--- config.mk ---
export PLATFORM = sky130hd
export DESIGN_NAME = tctc_div
export DESIGN_NICKNAME = d
export VERILOG_FILES = /design/src/design/tctc_pkg.sv /design/src/design/tctc_div.sv
export SDC_FILE = /design/constraint.sdc
export NUM_CORES = 2
export LEC_CHECK = 0
export BUFFER_PORTS_ARGS = -buffer_cell sky130_fd_sc_hd__buf_2
export CORE_ASPECT_RATIO = 0.7
export CORE_UTILIZATION = 31
export CTS_CLUSTER_DIAMETER = 60
export DETAILED_ROUTE_END_ITERATION = 8
export HOLD_SLACK_MARGIN = 0.1
export PLACE_DENSITY = 0.56
export SLEW_MARGIN = 20
export SYNTH_ARGS = -nofsm -noshare
export SYNTH_HDL_FRONTEND = slang
export SYNTH_SLANG_ARGS = --single-unit
--- constraint.sdc ---
create_clock -name clk -period 24.4 [get_ports clk]
set_input_delay 3.66 -clock clk [delete_from_list [all_inputs] [get_ports clk]]
set_output_delay 3.66 -clock clk [all_outputs]
set_load 0.02 [all_outputs]
--- src/design/tctc_pkg.sv ---
package tctc_pkg;

  // Widths of the two divider passes
  localparam int D1_DW  = 36;  // t * fuse, t * 625, t * slope
  localparam int D2_DW  = 44;  // q * k, t * trim_diff, t * 16
  localparam int DIV_VW = 13;  // signed divisor width
  localparam int PROD2_W = D1_DW + 14;
  localparam int SUM_W  = D2_DW + 1;

  localparam int unsigned SLOPE_BASE = 57;
  localparam int unsigned TEMP_OFFSET = 2500;
  localparam int unsigned KNEE_DEG = 25;
  localparam int unsigned FIXED_GAIN_NUM = 625;
  localparam int unsigned HUNDRED = 100;
  localparam int unsigned LOW_DIV = 65;
  localparam int unsigned CODES_PER_DEG = 16;
  // floor(n / 100) = (n * RECIP_100) >> RECIP_SHIFT for n below 2**15
  localparam int unsigned RECIP_100 = 41944;
  localparam int unsigned RECIP_SHIFT = 22;

  localparam logic signed [SUM_W-1:0] I32_MAX = SUM_W'(64'sd2147483647);
  localparam logic signed [SUM_W-1:0] I32_MIN = -SUM_W'(64'sd2147483648);
  localparam logic signed [SUM_W-1:0] OFFSET_LIMIT = I32_MAX - SUM_W'(TEMP_OFFSET);

  typedef enum logic [1:0] {
    CFG_LOW_SLOPE_ADJUST = 2'd0,
    CFG_CALIBRATION_MODE = 2'd1,
    CFG_TEST_TEMP_HIGH   = 2'd2,
    CFG_TEST_TEMP_LOW    = 2'd3
  } cfg_idx_t;

  // 6500 / (57 + adj), low-temperature rescale factor
  typedef logic [6:0] k_tab_t [0:15];
  localparam k_tab_t LOW_K_TAB = '{
    7'd114, 7'd112, 7'd110, 7'd108, 7'd106, 7'd104, 7'd103, 7'd101,
    7'd100, 7'd98,  7'd97,  7'd95,  7'd94,  7'd92,  7'd91,  7'd90
  };

  // Per-item context carried alongside the divider passes
  typedef struct packed {
    logic                      mode;
    logic                      neg;
    logic                      err;
    logic [11:0]               trim_low;
    logic signed [12:0]        trim_diff;
  } side_t;

endpackage

--- src/design/tctc_div.sv ---
module tctc_div
  import tctc_pkg::*;
#(
  parameter int DW = 36,
  parameter int VW = 13,
  parameter int SW = 8
) (
  input  logic                 clk,
  input  logic                 rst_n,
  input  logic                 in_valid,
  output logic                 in_ready,
  input  logic signed [DW-1:0] in_dividend,
  input  logic signed [VW-1:0] in_divisor,
  input  logic [SW-1:0]        in_side,
  output logic                 out_valid,
  input  logic                 out_ready,
  output logic signed [DW-1:0] out_quotient,
  output logic [SW-1:0]        out_side
);

  // stage 0 loads magnitudes, stages 1..DW retire one quotient bit, DW+1 signs
  logic          v_r    [0:DW+1];
  logic          adv    [0:DW+1];
  logic [SW-1:0] side_r [0:DW+1];
  logic [DW-1:0] q_r    [0:DW];
  logic [VW-1:0] rem_r  [0:DW];
  logic [VW-1:0] d_r    [0:DW];
  logic          neg_r  [0:DW];
  logic signed [DW-1:0] res_r;
  logic [DW-1:0] dvd_mag;
  logic [VW-1:0] dvs_mag;

  assign dvd_mag = in_dividend[DW-1] ? (~in_dividend + 1'b1) : in_dividend;
  assign dvs_mag = in_divisor[VW-1] ? (~in_divisor + 1'b1) : in_divisor;

  assign adv[DW+1] = !v_r[DW+1] || out_ready;
  assign in_ready  = adv[0];

  always_ff @(posedge clk) begin
    if (!rst_n) begin
      v_r[0] <= 1'b0;
    end else if (adv[0]) begin
      v_r[0] <= in_valid;
    end
    if (adv[0] && in_valid) begin
      q_r[0]    <= dvd_mag;
      d_r[0]    <= dvs_mag;
      rem_r[0]  <= '0;
      neg_r[0]  <= in_dividend[DW-1] ^ in_divisor[VW-1];
      side_r[0] <= in_side;
    end
  end

  for (genvar k = 1; k <= DW; k++) begin : g_step
    logic [VW:0] sh;
    logic        fit;
    assign adv[k-1] = !v_r[k-1] || adv[k];
    assign sh  = {rem_r[k-1], q_r[k-1][DW-1]};
    assign fit = sh >= {1'b0, d_r[k-1]};

    always_ff @(posedge clk) begin
      if (!rst_n) begin
        v_r[k] <= 1'b0;
      end else if (adv[k]) begin
        v_r[k] <= v_r[k-1];
      end
      if (adv[k] && v_r[k-1]) begin
        rem_r[k]  <= fit ? VW'(sh - {1'b0, d_r[k-1]}) : sh[VW-1:0];
        q_r[k]    <= {q_r[k-1][DW-2:0], fit};
        d_r[k]    <= d_r[k-1];
        neg_r[k]  <= neg_r[k-1];
        side_r[k] <= side_r[k-1];
      end
    end
  end

  assign adv[DW] = !v_r[DW] || adv[DW+1];

  always_ff @(posedge clk) begin
    if (!rst_n) begin
      v_r[DW+1] <= 1'b0;
    end else if (adv[DW+1]) begin
      v_r[DW+1] <= v_r[DW];
    end
    if (adv[DW+1] && v_r[DW]) begin
      res_r        <= neg_r[DW] ? $signed(~q_r[DW] + 1'b1) : $signed(q_r[DW]);
      side_r[DW+1] <= side_r[DW];
    end
  end

  assign out_valid    = v_r[DW+1];
  assign out_quotient = res_r;
  assign out_side     = side_r[DW+1];

endmodule

### Word-level counts from Yosys, hierarchy flattened

Memory sizes are Yosys's and may differ from the RTL's.
Index checks and enable logic that the tools add are counted.

| word-level totals | value |
|---|---|
| bits in writable memories | 2673 |
| output and inout bits | 46 |
| memories | 6 |
| bits in registers | 36 |
| logic and storage cells | 506 |

| operators by class | value |
|---|---|
| bitwise logic cells | 42 |
| muxes and demuxes | 268 |
| magnitude comparators | 36 |
| add/sub/neg operators | 39 |
| reductions and logical operators | 114 |

Memory list:

| name | depth | width | read ports | clocked after memory_dff | wr ports | line | source |
|---|---|---|---|---|---|---|---|
| q_r | 37 | 36 | 37 | 0 | 37 | tctc_div.sv:25 | `logic [DW-1:0] q_r [0:DW];` |
| d_r | 37 | 13 | 36 | 0 | 37 | tctc_div.sv:27 | `logic [VW-1:0] d_r [0:DW];` |
| rem_r | 37 | 13 | 36 | 0 | 37 | tctc_div.sv:26 | `logic [VW-1:0] rem_r [0:DW];` |
| side_r | 38 | 8 | 38 | 0 | 38 | tctc_div.sv:24 | `logic [SW-1:0] side_r [0:DW+1];` |
| v_r | 38 | 1 | 38 | 0 | 38 | tctc_div.sv:22 | `logic v_r [0:DW+1];` |
| neg_r | 37 | 1 | 37 | 0 | 37 | tctc_div.sv:28 | `logic neg_r [0:DW];` |

Operators with widths:

| cell | count |
|---|---|
| greater-or-equal comparator 14 x 13 -> 1 bit | 36 |
| 2-to-1 mux 13 bit | 37 |
| subtractor 13 bit | 36 |
| 2-to-1 mux 1 bit | 229 |
| adder 36 x 1 -> 36 bit, second input constant | 2 |
| 2-to-1 mux 36 bit | 2 |
| inverter 36 bit | 2 |
| logical AND 1 bit | 38 |
| logical NOT 1 bit | 38 |
| logical OR 1 bit | 38 |
| OR 1 bit | 38 |
| adder 13 x 1 -> 13 bit, second input constant | 1 |
| inverter 13 bit | 1 |
| XOR 1 bit | 1 |

### Depth between registers and ports, before layout

| logic depth | value |
|---|---|
| word-level depth | 43 |
| mapped depth | 11 |

### Worst setup path after synthesis

No wires, ideal clock.

| timing path | value |
|---|---|
| kind | input port to flip-flop |
| start point | in out_ready |
| end point | mem v_r[25][0], in the netlist v_r[3][1] (data pin) |
| cell stages on the path | 9 |
| required time | 24.230 ns |
| setup slack | 13.756 ns |
| data arrival time | 10.474 ns |
| setup time | 0.170 ns |
| cells stage by stage | and4b_1 -> clkbuf_1 -> and3_1 -> and2_1 -> clkbuf_1 -> and3_1 -> clkbuf_1 -> a21boi_0 -> and2_1 |

RTL lines:

| item | line | source |
|---|---|---|
| start: declaration | tctc_div.sv:16 | `input logic out_ready,` |
| end: declaration | tctc_div.sv:22 |  |

### Worst setup path in the final report

| timing path | value |
|---|---|
| start point | in out_ready |
| end point | out in_ready |

| between the ends | value |
|---|---|
| cells in the longest elaborated chain, start to end | 38 |

Ends and longest elaborated chain:

| item | line | source |
|---|---|---|
| logical OR 1 bit | tctc_div.sv:36 | `assign adv[DW+1] = !v_r[DW+1] \|\| out_ready;` |
| logical OR 1 bit | tctc_div.sv:77 | `assign adv[DW] = !v_r[DW] \|\| adv[DW+1];` |
| logical OR 1 bit (36 in a row) | tctc_div.sv:57 | `assign adv[k-1] = !v_r[k-1] \|\| adv[k];` |
| end: declaration | tctc_div.sv:11 | `output logic in_ready,` |

Every way passes these cells.

==> reports/metrics.yaml <==
outcome:
  status: "completed"
global_route:
  antenna_found_initial: 7
  grt_max_degree: 74
  grtUsageTotal_pct: 11.7
  grt_first_pass_wirelength_um: 339000
  grt.overflow.total: 0
  first_global_vias: 57540
logic_synthesis:
  synthesis.area_mm2: 0.111
  synthArstFlopShare_pct: 0
  ys_seq_area_share_pct: 72.0
  yosys_warnings: 0
  ys_ff_latch: 2670
  synth.distinct_cells: 77
  mappedNetlistNets: 7854
  netlist_instances: 7299
  synthesis.area_per_instance_um2: 15.3
  synth_ff_type: "sky130_fd_sc_hd__edfxtp_1"
  count_of_flip_flops_with_a_built_in_enable_after_synthesis: 2669
detailed_routing:
  drc: 0
  vias: 59078
  ant_nets: 0
  routed_wire_length_per_instance_um: 17.5
  vias_per_cell: 4.72
  detail_route.wirelength_um: 219000
  drt_first_iter_violations: 5038
  detailedRoute.firstPassIterationCount: 6
final_layout:
  design_area_mm2: 0.126
  final_nets: 8159
  postLayoutCoreUtil_pct: 35.5
  ratio_of_cells_with_drive_above_1_in_the_final_layout_pct: 12.1
  ff_latch_area_mm2: 0.0802
  multi_input_area_mm2: 0.0288
  area_growth_pct: 13.5
  layout.filler_cells: 33262
worst_setup_path:
  worst_setup_path_start_kind: "input port"
  critPathMaxStageDelay_ns: 0.52
  largest_driver_fanout_on_the_critical_path: 8
  worstPathRequired_ns: 20.74
  critical_path.cell_chain: "buf_2 > and4b_1 > nand4_1 > buf_4 > nor3_2 > buf_4 > nand3_1 > or3_1 > buf_2"
  cp_slowest_cell: "sky130_fd_sc_hd__or3_1"
  critPathKind: "in2out"
  worst_ep_arrival_time_ns: 6.06
  setup.worst_path.end_class: "output pin"
power_and_ir_drop:
  total_leakage_power_nw: 43.6
  sequentialPowerShare_pct: 55.9
  combinationalPowerShare_pct: 1.0
  power.switching_fraction_pct: 19.5
  net-switching-power_mw: 1.75
  total_power_mw: 8.99
  power.internal_mw: 7.24
  clockPowerShare_pct: 43.1
  peakVddDrop_uv: 76.3
  power_density_mw_per_mm2: 71.1
floorplanning:
  die_y_um: 503
  initial_core_util_pct: 31.3
  io-pin-count: 107
  placement_rows: 183
  chipWidth_um: 718
  core_region_area_mm2: 0.356
  die_area_mm2: 0.362
hold_path:
  timing.hold.worst.class: "reg2reg"
sta:
  max_slew_margin_pct: 27.7
  finalHoldViolCount: 0
  fin_crit_ns: 9.72
  clock_skew_ns: 0.112
  setup-violations-final: 0
  rsz0062_at_grt: "false"
  fin_setup_tns_ns: 0
  final.period_utilization_pct: 39.8
  pins_over_slew_limit: 0
  max_slew.worst_pin.slew_ns: 1.08
  max_freq_mhz: 103
clock_network:
  cts_repair_resize_count: 0
  cts_tree: "done"
  cts.hold.buffers_added: 0
  clock_network_latency_to_the_later_pin_of_the_worst_skew_pair_ns: 0.93
  cts_root_buffer: "sky130_fd_sc_hd__clkbuf_16"
  cts_setup_buffers: 0
  cts_max_path_buffers: 4
  cts_inserted_buffers: 246
  cts-htree-levels: 4
  cts_num_sinks: 2670
  clkTransAtPathRegs_ns: 0.07
placed_design:
  buffer_ports.inserted: 106
  cell_area_reported_after_detailed_placement_mm2: 0.118
  final_hpwl_dp_um: 154000
  gp_congestion: 0.844
flow_run:
  max_cap_viols: 0
cell usage after synthesis, types with 50 or more instances:
master / instances / area, um^2
sky130_fd_sc_hd__or3_1: 60 / 375
sky130_fd_sc_hd__nor2_1: 543 / 2040
sky130_fd_sc_hd__mux2_2: 244 / 2750
sky130_fd_sc_hd__xnor2_1: 214 / 1870
sky130_fd_sc_hd__nand4_1: 82 / 513
sky130_fd_sc_hd__a31oi_1: 50 / 313
sky130_fd_sc_hd__mux2i_1: 69 / 691
sky130_fd_sc_hd__o211ai_1: 70 / 526
sky130_fd_sc_hd__a21boi_0: 51 / 383
sky130_fd_sc_hd__nand3_1: 70 / 350
sky130_fd_sc_hd__a21o_1: 78 / 586
sky130_fd_sc_hd__xor2_1: 66 / 578
sky130_fd_sc_hd__o21a_1: 110 / 826
sky130_fd_sc_hd__edfxtp_1: 2669 / 80100
sky130_fd_sc_hd__ha_1: 460 / 5760
sky130_fd_sc_hd__a21oi_1: 326 / 1630
sky130_fd_sc_hd__o21ai_0: 257 / 1290
sky130_fd_sc_hd__inv_1: 648 / 2430
sky130_fd_sc_hd__nor2b_1: 105 / 657
sky130_fd_sc_hd__a211oi_1: 51 / 383
sky130_fd_sc_hd__o31ai_1: 57 / 428
sky130_fd_sc_hd__nor3_1: 125 / 626
sky130_fd_sc_hd__nand2_1: 220 / 826
sky130_fd_sc_hd__clkbuf_1: 99 / 372
critical path: cells and delay by family:
kind / cells / cell delay (ns)
buffers and inverters: 4 / 0.83
AND/OR/NAND/NOR: 5 / 1.54
path summary, 6_finish.rpt:
kind | start | to | slack, ns | cells after the start
max | out_ready | in_ready | 14.68 | 9
min | side_r[3][0]$_DFFE_PP_ | side_r[3][8]$_DFFE_PP_ | 0.32 | 0
max reg2reg | v_r[3][5]$_DFFE_PP_ | v_r[0][6]$_DFFE_PP_ | 20.52 | 7
min reg2reg | side_r[3][0]$_DFFE_PP_ | side_r[3][8]$_DFFE_PP_ | 0.32 | 0
layout by cell type, fill, tap and decap left out, drive strengths merged, types with 78 or more instances in the layout:
cell type / instances
nor2: 543
inv: 665
o21a: 110
a21oi: 326
nor2b: 105
buf: 169
clkinv: 104
clkbuf: 273
mux2: 244
edfxtp: 2669
a21o: 78
xnor2: 214
nand4: 82
nand2: 220
nor3: 126
o21ai: 262
ha: 460
power groups by stage:
stage	registers, mW	logic [mW]	clock network [mW]
2_1_floorplan	5.12	0.0637	0
3_3_place_gp	5.12	0.0862	0
3_5_place_dp	5.12	0.0884	0
4_1_cts	5.02	0.0892	3.99
5_1_grt	5.02	0.0992	4.16
6_report	5.02	0.0883	3.88
area by class of cell:
class	instances	share of cell area, %
Antenna cell	1	0.00198
Clock buffer	273	4.97
Clock inverter	177	1.44
Inverter	649	1.93
Multi-Input combinational cell	3868	22.8
Sequential cell	2670	63.4
Tap cell	4717	4.67
Timing Repair Buffer	169	0.794
flip-flops by register name, summed over array words and instances, names as in the netlist:
name,flops
q_r,1332
v_r,38
out_quotient,36
rem_r,455
neg_r,37
d_r,468
side_r,304
per-stage QoR:
stage | setup slack [ns] | instances | hold WS (ns)
5_1_grt | 14.54 | 12524 | 0.337
6_report | 14.68 | 12524 | 0.317
2_1_floorplan | 13.76 | 7299 | 0.400
3_5_place_dp | 14.67 | 12073 | 0.405
3_3_place_gp | 14.68 | 12073 | 0.401
4_1_cts | 14.65 | 12523 | 0.333
cell families after synthesis:
logic type / Yosys count / synth area share (%)
buffers and inverters: 761 / 2.60
muxes: 313 / 3.09
adders and majority gates: 494 / 5.78
DFF: 2670 / 72.0
xor gates and xnor gates: 280 / 2.20
AOI/OAI and AO/OA: 1302 / 7.75
and+or+nand+nor: 1479 / 6.60
per-layer routing:
metal	vias to the layer above	track usage, %	share of wire [%]
met5	-	0	0
met4	0	2.50	2.0
met3	308	1.69	4.8
met2	1384	17.2	41
met1	29148	18.3	52
li1	28238	-	-
Power figures use the tool's default switching activity.
